**src/hw/rtl/tbpf_pkg.sv**
```systemverilog
`default_nettype none
package tbpf_pkg;

	localparam int VRAM_HALFWORDS = 32768;
	localparam int VRAM_AW        = $clog2(VRAM_HALFWORDS);
	localparam logic [15:0] VRAM_LIMIT = 16'(VRAM_HALFWORDS);
	localparam int PAL_ENTRIES    = 256;
	localparam int PAL_AW         = $clog2(PAL_ENTRIES);
	localparam int QDEPTH         = 2;
	localparam int QAW            = $clog2(QDEPTH);
	localparam int PADDR_W        = 5;

	localparam logic [1:0] KIND_QUERY   = 2'd0;
	localparam logic [1:0] KIND_VRAM_WR = 2'd1;
	localparam logic [1:0] KIND_PAL_WR  = 2'd2;

	localparam logic [1:0] REG_BG_CONTROLS = 2'd0;
	localparam logic [1:0] REG_SCROLL_X    = 2'd1;
	localparam logic [1:0] REG_SCROLL_Y    = 2'd2;
	localparam logic [1:0] REG_MOSAIC      = 2'd3;

	// ceil(65536 / n) for mosaic block sizes n = 1..16; exact floor for 8-bit coordinates
	localparam logic [16:0] MOSAIC_RECIP [16] = '{
		17'd65536, 17'd32768, 17'd21846, 17'd16384,
		17'd13108, 17'd10923, 17'd9363,  17'd8192,
		17'd7282,  17'd6554,  17'd5958,  17'd5462,
		17'd5042,  17'd4682,  17'd4370,  17'd4096
	};

	typedef struct packed {
		logic [3:0][15:0] bg_controls;
		logic [3:0][8:0]  scroll_x;
		logic [3:0][8:0]  scroll_y;
		logic [7:0]       mosaic;
	} cfg_t;

	typedef struct packed {
		logic [1:0]         kind;
		logic [VRAM_AW-1:0] addr;
		logic [15:0]        wdata;
		logic [2:0]         cx;
		logic [2:0]         cy;
		logic [1:0]         prio;
		logic [1:0]         tile_base;
		logic               wide;
		logic [7:0]         px;
		logic [7:0]         py;
	} q_entry_t;

	typedef struct packed {
		logic [15:0] color;
		logic        opaque;
		logic [1:0]  prio;
		logic [7:0]  x;
		logic [7:0]  y;
	} result_t;

endpackage
`default_nettype wire

```
**src/hw/rtl/tbpf_queue.sv**
```systemverilog
`default_nettype none
module tbpf_queue (
	input  wire logic               clk,
	input  wire logic               arst_n,
	input  wire logic               push,
	input  wire tbpf_pkg::q_entry_t push_data,
	output logic                    full,
	input  wire logic               pop,
	output tbpf_pkg::q_entry_t      head,
	output logic                    empty
);
	import tbpf_pkg::*;

	q_entry_t       mem_q [QDEPTH];
	logic [QAW-1:0] wr_ptr_q, rd_ptr_q;
	logic [QAW:0]   count_q;

	assign full  = (count_q == (QAW+1)'(QDEPTH));
	assign empty = (count_q == '0);
	assign head  = mem_q[rd_ptr_q];

	always_ff @(posedge clk or negedge arst_n) begin
		if (!arst_n) begin
			wr_ptr_q <= '0;
			rd_ptr_q <= '0;
			count_q  <= '0;
		end else begin
			if (push) begin
				wr_ptr_q <= wr_ptr_q + 1'b1;
			end
			if (pop) begin
				rd_ptr_q <= rd_ptr_q + 1'b1;
			end
			if (push && !pop) begin
				count_q <= count_q + 1'b1;
			end else if (pop && !push) begin
				count_q <= count_q - 1'b1;
			end
		end
	end

	always_ff @(posedge clk) begin
		if (push) begin
			mem_q[wr_ptr_q] <= push_data;
		end
	end

endmodule
`default_nettype wire

```
**config.mk**
```make
export PLATFORM = sky130hd
export DESIGN_NAME = tbpf_queue
export DESIGN_NICKNAME = d
export VERILOG_FILES = /design/src/hw/rtl/tbpf_pkg.sv /design/src/hw/rtl/tbpf_queue.sv
export SDC_FILE = /design/constraint.sdc
export NUM_CORES = 1
export LEC_CHECK = 0
export BUFFER_PORTS_ARGS = -buffer_cell sky130_fd_sc_hd__buf_2
export CAP_MARGIN = 30
export CORE_MARGIN = 2
export CORE_UTILIZATION = 30
export DETAILED_ROUTE_END_ITERATION = 10
export SYNTH_ARGS = -nofsm -noshare
export SYNTH_HDL_FRONTEND = slang
export SYNTH_SLANG_ARGS = --single-unit
```
**constraint.sdc**
```tcl
create_clock -name clk -period 3.3 [get_ports clk]
set_input_delay 0.825 -clock clk [delete_from_list [all_inputs] [get_ports clk]]
set_output_delay 0.825 -clock clk [all_outputs]
set_load 0.02 [all_outputs]
```
### After elaboration in Yosys (flattened, before gate mapping)

Memory sizes are Yosys's and may differ from the RTL's.
Index checks and enable logic that the tools add are counted.

* memories: 1
* logic and storage cells: 19
* memory bits (writable): 120
* input bits: 64
* bits in registers: 4
* output and inout port bits: 62

* reductions and logical operators: 6
* equality and inequality tests: 1
* mux-type cells: 4
* add/subtract/negate cells: 4

Memory list
* mem_q: depth 2, width 60, rd ports 1, clocked after Yosys merged registers in 0, wr ports 1, line tbpf_queue.sv:14 `q_entry_t mem_q [QDEPTH];`

Operators by type and width (count)
* $mux 2: 2
* $add 1x1->1 const B: 2
* $add 2x1->2 const B: 1
* $eq 2x2->1 const B: 1
* $logic_and 1x1->1: 2
* $logic_not 1->1: 2
* $logic_not 2->1: 1
* $mux 1: 2
* $reduce_bool 2->1: 1
* $sub 2x1->2 const B: 1

### Longest topological paths before layout

* word-level depth: 4
* gate-level depth with buffers: 5
* gate-level depth less buffers: 5

### Least setup slack after synthesis

OpenSTA, ideal clock, no wires.

* path kind: input to register
* start: in push
* end: mem mem_q[0][0] in the netlist's numbering (enable)
* data arrival time: 3469 ps
* setup time: 485 ps
* slack: -654 ps
* required time: 2815 ps
* cell stages on the path: 1
* buffers on the path: 0
* path through: nor2b_1

* longest elaborated chain between the ends: 2

Ends and longest elaborated chain
* start: declaration: line tbpf_queue.sv:5 `input wire logic push,`
* $mux 1: line tbpf_queue.sv:43 `if (push) begin`
* $mux 1 (not written as such): line tbpf_queue.sv:44 `mem_q[wr_ptr_q] <= push_data;`
* end: declaration: line tbpf_queue.sv:14

Every way passes these cells.

==> qor.csv <==
metric,value,unit
status,finished clean,
GRT Total Usage,10.64,%
detailed-route via count,2340,
pre-CTS WS,729.9,ps
ys async rst share,3.226,%
CORE AREA,15770,um2
peak supply drop,0.0003423,V
final worst slack,351.3,ps
Slew HR,42.18,%
Critical Path Source Type,flip-flop,
leading area contributor after synthesis,edfxtp_1,
switch share,30.23,%
CTS tree,done,
Crit. Startpoint,rd_ptr_q,
clock power share,31.0,%
r2r endpoint,mem_q[1][44],
io pins,126,
mux share of post-synthesis cell area,18.62,%
clock-pin slew on the worst setup and hold paths,50,ps
top post-synthesis cells by count,"edfxtp_1 (120), mux2_4 (59), buf_12 (6)",
Yosys reg bits,124,
Sum Neg Setup Slack,0,ps
setup violation total in the final timing report,0,
"EDFF count, synth",120,
post-synthesis xor/xnor area fraction,0.9089,%
"count leader, synth",edfxtp_1,
Worst Hold Class,in -> async,
Synthesized Nets,268,
sw power,1.770,mW
Routed WL per cell,15.10,um
initial antenna violation count,3,
Via density,4.091,
Total Wirelength,8635,um
CTS root buf,clkbuf_16,
antenna-violating nets left,0,
RSZ-0062 raised after global routing,false,
crit path max fanout,34,
first-pass GRT wire length,12990,um
Post-CTS Setup Repair Bufs,0,
Max Cap Viol,0,
adder-cell share of the synthesized area,0.2597,%
Synth Area in Simple Gates,0.5453,%
H-tree Lvls,4,
top_reg_cell synth,edfxtp_1,
CTS Buffer Depth,2,
Synth cell types,13,
sequential fraction of the synthesis area,76.86,%
YS warnings,0,
Pint,4.086,mW
Worst EP required,2470,ps
Max Freq,339.1,MHz
Clock Latency Late Sink,410,ps
Crit path arrival time,2120,ps
post-route clock period utilization,89.35,%
Fin. Hold Viols,0,
Tmin final,2949,ps
GPL Wtd Cong,0.6267,
Sequential Power Share,39.0,%
Worst Tran Pin Value,867.3,ps
Pwr per Cell Area,942.7,nW/um2
Pins Over Slew Limit,0,
largest family of logic cells by synthesized area,multiplexers,
share of the synthesized area in the top cell type,74.79,%
Clock Sinks,124,
Layout area overhead,28.93,%
CTS hold repair buffers,0,
DRC,0,
worst r2r src,wr_ptr_q,
Mapped Avg Cell Area,23.74,um2
Leakage Power,2.499,nW
number of CTS-inserted buffers,17,
Worst R2R Path Depth,1,
"top cells by area, synth","edfxtp_1 (75%), mux2_4 (18%), buf_12 (2.5%)",
mapped cell area,4818,um2
initial core utilization,30.55,%
Compound-Gate Fraction of Synth Area,0,%
slack of the worst reg-to-reg path,1710,ps
port bufs,125,
total congestion overflow,0,
DR iter-0 viols,94,
share of layout cells above drive strength 1,61.52,%
CP endpoint kind,output pin,
row count,46,
diode count,0,
skew final,5.415,ps
Fillers,1499,
Final nets,408,
power share of the combinational group,30.0,%
CP Class,reg -> out,
die area,17090,um2
Horiz. Die Dim,130.7,um
Mapped Cells,203,
largest net degree at the start of global routing,61,
Pre-Repair DR Iteration Count,4,
vias in the first global route,2497,
die height,130.7,um
PostCTS Resize Cnt,0,
==> metal layers <==
metal	vias up	GRT usage, %	share of wire (%)
li1	1080	-	-
met1	1145	12.16	42
met2	94	16.02	47
met3	15	6.148	9.2
met4	6	5.257	1.6
met5	-	0	0.53
==> worst max-delay path by stage <==
stage,end,slack (ps),cells past startpoint
after floorplan,mem_q[0][0],470,1
after global placement,head[39],750,3
after detailed placement,head[39],730,3
after CTS,head[39],280,3
after global routing,head[39],250,3
final,head[39],350,3
==> cells in the final DEF (no fill, tap or decap) <==
cell type,instances
clkinv_1,4
mux2_2,1
clkbuf_16,17
edfxtp_1,120
mux2_4,59
dfrtp_1,3
ha_1,1
nor2b_1,1
buf_4,2
buf_2,125
inv_1,1
xnor2_1,1
nor2_1,2
bufinv_16,3
clkinv_2,4
nor2b_4,1
buf_12,1
clkinvlp_4,4
dfrtp_4,1
and2_4,1
xor2_1,4
==> power groups by stage <==
| stage | registers [mW] | clock network (mW) | logic (mW) |
|---|---|---|---|
| after floorplan | 2.20 | 0 | 1.52 |
| after global placement | 2.31 | 0 | 1.79 |
| after detailed placement | 2.33 | 0 | 1.80 |
| after CTS | 2.30 | 1.87 | 1.81 |
| after global routing | 2.32 | 1.93 | 1.89 |
| final | 2.28 | 1.82 | 1.76 |
==> worst max-delay path, stage by stage (launching register included) <==
cell and delay (ps):
dfrtp_4 770, buf_12 330, mux2_2 380, buf_2 160
==> flip-flops by register name, summed over array words and instances (netlist names) <==
signal    count
count_q       2
mem_q       120
rd_ptr_q      1
wr_ptr_q      1
==> stage by stage <==
stage / instances / cell area [um2] / total power, mW / hold slack (ps) / utilization, %
5_1_grt: 572 / 6212 / 6.138 / 191.2 / 39.39
6_report: 572 / 6212 / 5.856 / 214.2 / 39.39
2_1_floorplan: 203 / 4821 / 3.721 / 456.3 / -
3_5_place_dp: 540 / 5632 / 4.126 / 480.5 / 35.71
3_3_place_gp: 540 / 5632 / 4.101 / 472.1 / 35.71
4_1_cts: 572 / 6212 / 5.967 / 189.9 / 39.39
==> logic make-up after synthesis <==
family / after synthesis
flip-flops: 124
multiplexers: 60
buffers and inverters: 8
XOR/XNOR: 5
AND/OR/NAND/NOR: 5
adder cells (fa/ha/maj): 1
==> final cells by class <==
class                   count  area, um2  share of cell area, %
flip-flops and latches    124       3707                  59.68
inverters                   1      3.754                0.06042
repair buffers            128      660.6                  10.63
multi-input cells          71      989.7                  15.93
clock inverters            15      155.1                  2.497
well taps                 216      270.3                  4.350
clock buffers              17      425.4                  6.848
No activity file was read; power rests on OpenSTA's default activity.
