[config.mk]
export PLATFORM = sky130hd
export DESIGN_NAME = tbpf_front
export DESIGN_NICKNAME = d
export VERILOG_FILES = /design/src/hw/rtl/tbpf_pkg.sv /design/src/hw/rtl/tbpf_front.sv
export SDC_FILE = /design/constraint.sdc
export NUM_CORES = 1
export LEC_CHECK = 0
export BUFFER_PORTS_ARGS = -buffer_cell sky130_fd_sc_hd__buf_2
export CAP_MARGIN = 20
export CORE_ASPECT_RATIO = 0.5
export CORE_MARGIN = 1
export CORE_UTILIZATION = 59
export CTS_CLUSTER_DIAMETER = 200
export DETAILED_ROUTE_END_ITERATION = 16
export GPL_TIMING_DRIVEN = 0
export PLACE_DENSITY = 0.83
export RECOVER_POWER = 100
export SKIP_LAST_GASP = 1
export SLEW_MARGIN = 20
export SYNTH_ARGS = -nofsm -noshare
export SYNTH_HDL_FRONTEND = slang
export SYNTH_SLANG_ARGS = --single-unit
[constraint.sdc]
create_clock -name clk -period 11.6 [get_ports clk]
set_input_delay 2.9 -clock clk [delete_from_list [all_inputs] [get_ports clk]]
set_output_delay 2.9 -clock clk [all_outputs]
set_load 0.01 [all_outputs]
[src/hw/rtl/tbpf_pkg.sv]
`default_nettype none
package tbpf_pkg;

	localparam int VRAM_HALFWORDS = 32768;
	localparam int VRAM_AW        = $clog2(VRAM_HALFWORDS);
	localparam logic [15:0] VRAM_LIMIT = 16'(VRAM_HALFWORDS);
	localparam int PAL_ENTRIES    = 256;
	localparam int PAL_AW         = $clog2(PAL_ENTRIES);
	localparam int QDEPTH         = 2;
	localparam int QAW            = $clog2(QDEPTH);
	localparam int PADDR_W        = 5;

	localparam logic [1:0] KIND_QUERY   = 2'd0;
	localparam logic [1:0] KIND_VRAM_WR = 2'd1;
	localparam logic [1:0] KIND_PAL_WR  = 2'd2;

	localparam logic [1:0] REG_BG_CONTROLS = 2'd0;
	localparam logic [1:0] REG_SCROLL_X    = 2'd1;
	localparam logic [1:0] REG_SCROLL_Y    = 2'd2;
	localparam logic [1:0] REG_MOSAIC      = 2'd3;

	// ceil(65536 / n) for mosaic block sizes n = 1..16; exact floor for 8-bit coordinates
	localparam logic [16:0] MOSAIC_RECIP [16] = '{
		17'd65536, 17'd32768, 17'd21846, 17'd16384,
		17'd13108, 17'd10923, 17'd9363,  17'd8192,
		17'd7282,  17'd6554,  17'd5958,  17'd5462,
		17'd5042,  17'd4682,  17'd4370,  17'd4096
	};

	typedef struct packed {
		logic [3:0][15:0] bg_controls;
		logic [3:0][8:0]  scroll_x;
		logic [3:0][8:0]  scroll_y;
		logic [7:0]       mosaic;
	} cfg_t;

	typedef struct packed {
		logic [1:0]         kind;
		logic [VRAM_AW-1:0] addr;
		logic [15:0]        wdata;
		logic [2:0]         cx;
		logic [2:0]         cy;
		logic [1:0]         prio;
		logic [1:0]         tile_base;
		logic               wide;
		logic [7:0]         px;
		logic [7:0]         py;
	} q_entry_t;

	typedef struct packed {
		logic [15:0] color;
		logic        opaque;
		logic [1:0]  prio;
		logic [7:0]  x;
		logic [7:0]  y;
	} result_t;

endpackage
`default_nettype wire

[src/hw/rtl/tbpf_front.sv]
`default_nettype none
module tbpf_front (
	input  wire logic               clk,
	input  wire logic               arst_n,
	input  wire tbpf_pkg::cfg_t     cfg,
	input  wire logic               start,
	output logic                    busy,
	input  wire logic [1:0]         kind,
	input  wire logic [1:0]         bg_select,
	input  wire logic [7:0]         pixel_x,
	input  wire logic [7:0]         pixel_y,
	input  wire logic [14:0]        write_address,
	input  wire logic [15:0]        write_data,
	output logic                    push,
	output tbpf_pkg::q_entry_t      push_data,
	input  wire logic               full
);
	import tbpf_pkg::*;

	logic        valid_s1, valid_s2;
	logic        adv2, accept, keep;
	logic [1:0]  kind_s1, bg_s1;
	logic [7:0]  px_s1, py_s1;
	logic [14:0] waddr_s1;
	logic [15:0] wdata_s1;

	logic [1:0]  kind_s2;
	logic [7:0]  px_s2, py_s2, qx_s2, qy_s2;
	logic [14:0] waddr_s2;
	logic [15:0] wdata_s2, ctl_s2;
	logic [8:0]  scx_s2, scy_s2;
	logic [4:0]  sx_s2, sy_s2;

	logic [24:0] prod_x, prod_y;
	logic [12:0] org_x, org_y;
	logic [7:0]  ox, oy;
	logic [8:0]  lx, ly;
	logic [1:0]  size;
	logic [5:0]  block;
	logic [15:0] entry_addr;

	assign push   = valid_s2 && !full;
	assign adv2   = !valid_s2 || push;
	assign busy   = valid_s1 && !adv2;
	assign accept = start && !busy;

	// drop unknown kinds and video writes past the end of memory
	assign keep = (kind_s1 == KIND_QUERY) || (kind_s1 == KIND_PAL_WR) ||
		((kind_s1 == KIND_VRAM_WR) && ({1'b0, waddr_s1} < VRAM_LIMIT));

	// quotient of coordinate by mosaic size through the reciprocal table
	assign prod_x = 25'(px_s1) * 25'(MOSAIC_RECIP[cfg.mosaic[3:0]]);
	assign prod_y = 25'(py_s1) * 25'(MOSAIC_RECIP[cfg.mosaic[7:4]]);

	always_ff @(posedge clk or negedge arst_n) begin
		if (!arst_n) begin
			valid_s1 <= 1'b0;
			valid_s2 <= 1'b0;
		end else begin
			if (accept) begin
				valid_s1 <= 1'b1;
			end else if (adv2) begin
				valid_s1 <= 1'b0;
			end
			if (adv2) begin
				valid_s2 <= valid_s1 && keep;
			end
		end
	end

	always_ff @(posedge clk) begin
		if (accept) begin
			kind_s1  <= kind;
			bg_s1    <= bg_select;
			px_s1    <= pixel_x;
			py_s1    <= pixel_y;
			waddr_s1 <= write_address;
			wdata_s1 <= write_data;
		end
		if (adv2 && valid_s1) begin
			kind_s2  <= kind_s1;
			px_s2    <= px_s1;
			py_s2    <= py_s1;
			waddr_s2 <= waddr_s1;
			wdata_s2 <= wdata_s1;
			ctl_s2   <= cfg.bg_controls[bg_s1];
			scx_s2   <= cfg.scroll_x[bg_s1];
			scy_s2   <= cfg.scroll_y[bg_s1];
			qx_s2    <= prod_x[23:16];
			qy_s2    <= prod_y[23:16];
			sx_s2    <= {1'b0, cfg.mosaic[3:0]} + 5'd1;
			sy_s2    <= {1'b0, cfg.mosaic[7:4]} + 5'd1;
		end
	end

	assign org_x = 13'(qx_s2) * 13'(sx_s2);
	assign org_y = 13'(qy_s2) * 13'(sy_s2);
	assign ox    = ctl_s2[6] ? org_x[7:0] : px_s2;
	assign oy    = ctl_s2[6] ? org_y[7:0] : py_s2;
	assign size  = ctl_s2[15:14];

	always_comb begin
		lx = {1'b0, ox} + scx_s2;
		ly = {1'b0, oy} + scy_s2;
		lx[8] = lx[8] & size[0];
		ly[8] = ly[8] & size[1];
	end

	// a wide map has two blocks per row
	assign block = {1'b0, ctl_s2[12:8]} +
		(size[0] ? {4'b0, ly[8], 1'b0} : {5'b0, ly[8]}) + {5'b0, lx[8]};
	assign entry_addr = {block, ly[7:3], lx[7:3]};

	always_comb begin
		push_data.kind      = kind_s2;
		push_data.addr      = (kind_s2 == KIND_QUERY) ? entry_addr[VRAM_AW-1:0]
			: waddr_s2[VRAM_AW-1:0];
		push_data.wdata     = wdata_s2;
		push_data.cx        = lx[2:0];
		push_data.cy        = ly[2:0];
		push_data.prio      = ctl_s2[1:0];
		push_data.tile_base = ctl_s2[3:2];
		push_data.wide      = ctl_s2[7];
		push_data.px        = px_s2;
		push_data.py        = py_s2;
	end

endmodule
`default_nettype wire

# --- After elaboration in Yosys (flattened, before gate mapping) ---
# Memory sizes are Yosys's and may differ from the RTL's.
# Index checks and enable logic that the tools add are counted.
op_classes:
  addsub: 6
  n_mul: 4
  n_lt_le_gt_ge: 3
  n_eq_ne: 2
  n_mux: 16
  n_bitwise: 4
  reduce_logical: 15
ops:
  columns: ["cell", "n"]
  rows:
  - ["17-bit 2-to-1 mux", 4]
  - ["8-bit by 17-bit multiplier with 24-bit output", 2]
  - ["9-bit binary-select mux with 2-bit select", 2]
  - ["16-bit binary-select mux with 2-bit select", 1]
  - ["8-bit by 9-bit adder with 9-bit output", 2]
  - ["9-bit 2-to-1 mux", 2]
  - ["8-bit by 5-bit multiplier with 8-bit output", 2]
  - ["16-bit 2-to-1 mux", 1]
  - ["8-bit 2-to-1 mux", 2]
  - ["15-bit 2-to-1 mux", 1]
  - ["4-bit by 1-bit adder with 5-bit output (second input constant)", 2]
  - ["5-bit >= comparator (second input constant)", 2]
  - ["4-bit inverter with 5-bit output", 2]
  - ["5-bit by 1-bit adder with 5-bit output", 1]
  - ["5-bit by 2-bit adder with 5-bit output", 1]
  - ["1-bit logical AND", 5]
  - ["1-bit zero test", 4]
  - ["2-bit zero test", 2]
  - ["1-bit logical OR", 3]
  - ["2-bit by 3-bit < comparator with 1-bit output (second input constant)", 1]
  - ["1-bit bitwise AND", 2]
  - ["2-bit by 1-bit equality test with 1-bit output (second input constant)", 1]
  - ["2-bit equality test (second input constant)", 1]
  - ["1-bit 2-to-1 mux", 2]
  - ["2 further kinds", 2]
totals:
  regBits: 162
  rom_bits: 544
  input_bits: 199
  output_inout_bits: 62
  elab_cells: 72
  n_memories: 2
memory_table:
  columns: ["name", "depth", "width", "rd", "rd_ports_with_merged_regs", "wr", "line_no", "rtl"]
  rows:
  - ["(no name shown)", 16, 17, 1, 0, 0, "tbpf_front.sv:53", "assign prod_y = 25'(py_s1) * 25'(MOSAIC_RECIP[cfg.mosaic[7:4]]);"]
  - ["(no name shown)", 16, 17, 1, 0, 0, "tbpf_front.sv:52", "assign prod_x = 25'(px_s1) * 25'(MOSAIC_RECIP[cfg.mosaic[3:0]]);"]

# --- Logic depth before layout (Yosys ltp) ---
logic_depth:
  word_depth: 8
  ltp_mapped: 24
  depth_no_buf: 24

# --- Least setup slack after synthesis ---
# OpenSTA, ideal clock, no wires.
synth_timing:
  kind: "input to register"
  startpoint: "input port full"
  endpoint: "register ctl_s2[0], enable pin"
  arrival_ns: 10.577
  required_time_ns: 10.869
  setup_slack_ns: 0.292
  path_stages: 1
  path_cell_list: "a21boi_0"
synth_via:
  elab_chain_cells: 4
synth_lines:
  columns: ["item", "line_no", "rtl"]
  rows:
  - ["start, declared", "tbpf_front.sv:16", "input wire logic full"]
  - ["1-bit zero test", "tbpf_front.sv:42", "assign push = valid_s2 && !full;"]
  - ["1-bit logical AND", "tbpf_front.sv:42", null]
  - ["1-bit logical OR", "tbpf_front.sv:43", "assign adv2 = !valid_s2 || push;"]
  - ["1-bit logical AND", "tbpf_front.sv:80", "if (adv2 && valid_s1) begin"]
  - ["end signal, assigned", "tbpf_front.sv:86", "ctl_s2 <= cfg.bg_controls[bg_s1];"]
  - ["end, declared", "tbpf_front.sv:30", "logic [15:0] wdata_s2, ctl_s2;"]
# Every way passes these cells.
# A chain may end at the register's enable or synchronous reset.

==> key figures <==
Run status
  – Status: complete, but fails checks
  – Failing checks: capacitance limit, slew limit

STA
  – Hold WS: 0.420 ns
  – Clock skew: 0.00584 ns
  – Min Clock Period, post-route: 9.41 ns
  – RSZ-0062 raised after global routing: no
  – Endpoints failing setup: 0
  – Hold Vio Cnt, Final: 0
  – Slew @ Worst Pin: ~3.7 ns
  – Slew HR: -146%
  – Tcrit/Tclk final: 81.1%
  – Final setup margin: 2.19 ns
  – Achievable Freq: 106 MHz
  – Max-slew violation count: 71

Setup path
  – Setup CP Type: reg -> out
  – Critical Path AT: between 6 and 7 ns
  – Worst-path fanout max: 5
  – Critical Path RT: 8.70 ns
  – Crit end category: output port
  – Setup crit start kind: flip-flop

Detailed routing
  – WL final: 40,300 microns
  – Routed vias/inst: 5.74
  – Post-route DRC violation count: 0
  – Drt pass-1 iters: 5
  – DR WL/cell: 19.1 microns
  – 1st-iter DRT viols: 987
  – Via count: 12.1k
  – Final ANT Viol Nets: 0

CTS
  – Post-CTS resize count: 0
  – Skew-Pair Late Insertion Delay: 0.43 ns
  – Reg clk slew, reported paths: roughly 0.070 ns
  – # hold bufs at CTS: 0
  – Total clock buffers created by CTS: 17
  – Root buf cell: clkbuf_16
  – Sink Count: between 150 and 200
  – Post-CTS setup buffer count: 0
  – CTS tree: yes
  – CTS HTree Levels: 4
  – Bufs on Longest Clock Path: 2

Logic synthesis
  – Distinct cell type count after synthesis: 63
  – Synth Warn #: 0
  – Asr flop ratio synth: 1.26%
  – Syn_area_per_cell: 11.0 sq um
  – Post-synth EDFFs: between 150 and 200
  – Ys flop type: edfxtp_1
  – Post-synth net total: 2,004
  – Synth Register Bits: 159
  – Syn Std Cell Area: 16,200 sq um
  – Post-Syn Instances: 1,470
  – Post-synthesis sequential area ratio: 29.5%

Global route
  – Pin count of the biggest net entering global routing: 52
  – All-layer global routing usage: roughly 30%
  – Initial antenna violation count: 1
  – Vias in the first global route: 12.4k
  – GRT Residual Overflow: 0
  – First-pass GRT wire length: 65,200 microns

Pwr
  – Static Leakage: between 0.008 and 0.009 uW
  – Power per cell area: ~180 nW/um^2
  – Final Power: between 3000 and 4000 uW
  – Peak VDD IR: 0.112 mV

Job
  – Max Cap Viol: 2

Placement
  – Worst slack at placement: 2.66 ns
  – Routability cong.: just over 0.9
  – IO Port Bufs: 246
  – HPWL Detailed: about 31,000 microns

Floorplan
  – Starting Density: 60.6%
  – Die Ht: 119 microns
  – # rows: 42
  – Die Footprint: around 28,000 sq um
  – Die X: between 200 and 250 microns
  – Core Footprint: ~27,000 sq um
  – # IOs: 261

Final layout
  – Post-layout net count: roughly 2.3k
  – Share of cells above drive strength 1: 15.0%
  – Syn-to-layout area delta: 13.6%

Worst hold path
  – Worst min-delay path class: reg -> reg
power by group:
group	switching, uW	internal, uW	leakage [uW]
Combinational	1080	826	0.00642
Sequential	52.4	724	0.00154
Clock	261	347	0.000307
Total	1390	1900	0.00826
cells in the final DEF (no fill, tap or decap), drive strengths merged, types with 4 or more instances in the layout:
| master | n |
|---|---|
| nand2b | 4 |
| nor2b | 13 |
| nor3 | 6 |
| and3 | 48 |
| mux2 | 14 |
| buf | 185 |
| xnor2 | 39 |
| inv | 220 |
| clkbuf | 141 |
| o21a | 5 |
| xor2 | 26 |
| nand2 | 185 |
| o21ai | 38 |
| a21o | 22 |
| o21bai | 5 |
| or3 | 4 |
| nand3 | 36 |
| mux4 | 31 |
| nor2 | 20 |
| edfxtp | 157 |
| clkinv | 4 |
| ha | 133 |
| fa | 202 |
| a21oi | 47 |
| and2 | 114 |
cell type report:
| cell class | count | area, sq um |
|---|---|---|
| multi-input cells | 1041 | 10300 |
| fillers | 2007 | 8330 |
| flip-flops and latches | 159 | 4760 |
| repair buffers | 251 | 1160 |
| inverters | 212 | 796 |
| well taps | 352 | 440 |
| clock buffers | 17 | 425 |
| plain buffers | 58 | 243 |
| clock inverters | 15 | 198 |
| diodes | 1 | 2.50 |
cells in the mapped netlist (12+ instances only):
| master | n | share of area [%] |
|---|---|---|
| a21o_1 | 22 | 1.0 |
| a21oi_1 | 45 | 1.4 |
| and2_1 | 114 | 4.4 |
| and3_1 | 48 | 1.9 |
| clkbuf_1 | 43 | 1.0 |
| edfxtp_1 | 157 | 29 |
| fa_1 | 202 | 25 |
| ha_1 | 133 | 10 |
| inv_1 | 211 | 4.9 |
| mux2_2 | 14 | 0.97 |
| mux4_2 | 31 | 4.3 |
| nand2_1 | 185 | 4.3 |
| nand3_1 | 36 | 1.1 |
| nor2_1 | 20 | 0.46 |
| nor2b_1 | 12 | 0.46 |
| o21ai_0 | 26 | 0.80 |
| o21ai_1 | 12 | 0.37 |
| xnor2_1 | 39 | 2.1 |
| xor2_1 | 26 | 1.4 |
worst paths after layout:
path | cells past startpoint | start | slack (ns) | end
min reg2reg | 0 | wdata_s1[11] | 0.42 | wdata_s2[11]
min | 0 | wdata_s1[11] | 0.42 | wdata_s2[11]
min in group asynchronous | 1 | arst_n | 2.24 | valid_s2
max reg2reg | 6 | valid_s1 | 4.79 | waddr_s2[4]
max in group asynchronous | 1 | arst_n | 9.24 | valid_s1
max | 24 | qy_s2[3] | 2.19 | push_data[57]
flip-flops by register name, summed over array words and instances (netlist names), 9 cells and up:
signal / flops
wdata_s1: 16
wdata_s2: 16
waddr_s1: 15
waddr_s2: 15
ctl_s2: 13
scx_s2: 9
scy_s2: 9
per-stage QoR:
step / instance area [sq um] / cells / TNS, ns / util [%]
2_1_floorplan: 16200 / 1470 / 0 / -
3_3_place_gp: 17800 / 2068 / -292.69 / 66.9
5_1_grt: 18400 / 2106 / 0 / 68.8
6_report: 18400 / 2106 / 0 / 68.8
4_1_cts: 18600 / 2105 / 0 / 69.7
3_5_place_dp: 18000 / 2073 / 0 / 67.4
routing by layer:
layer,global-route usage (%),share of wire (%),vias to the layer above
met1,40.0,40,6077
li1,-,-,5417
met4,10.9,2.8,0
met5,0,0,-
met2,50.7,50,514
met3,4.54,7.1,88
worst max-delay path, cell delays in order (launching register included):
cell      delay, ns
edfxtp_1       0.48
and2_0         0.25
fa_1           0.53
fa_1           0.54
inv_1          0.06
fa_1           0.47
inv_1          0.04
ha_1           0.31
inv_1          0.07
o21bai_1       0.08
a21oi_1        0.26
xnor2_1        0.21
a21oi_1        0.12
ha_1           0.25
or3_1          0.37
o22ai_1        0.27
xnor2_1        0.20
and3b_1        0.21
fa_1           0.20
inv_1          0.06
fa_1           0.43
nor2_1         0.21
xnor2_1        0.09
o21ai_0        0.18
clkbuf_1       0.18
kinds of logic (layout without fill, tap and decap cells):
kind of cell / Yosys count / count (layout) / synth area share [%]
and+or+nand+nor: 448 / 448 / 14.1
DFF: 159 / 159 / 29.5
other: 0 / 1 / 0
AOI/OAI and AO/OA: 145 / 145 / 5.72
xor gates and xnor gates: 65 / 65 / 3.52
buffers and inverters: 270 / 553 / 6.47
adders and majority gates: 335 / 335 / 35.3
muxes: 48 / 48 / 5.48
No activity file was read; power rests on OpenSTA's default activity.
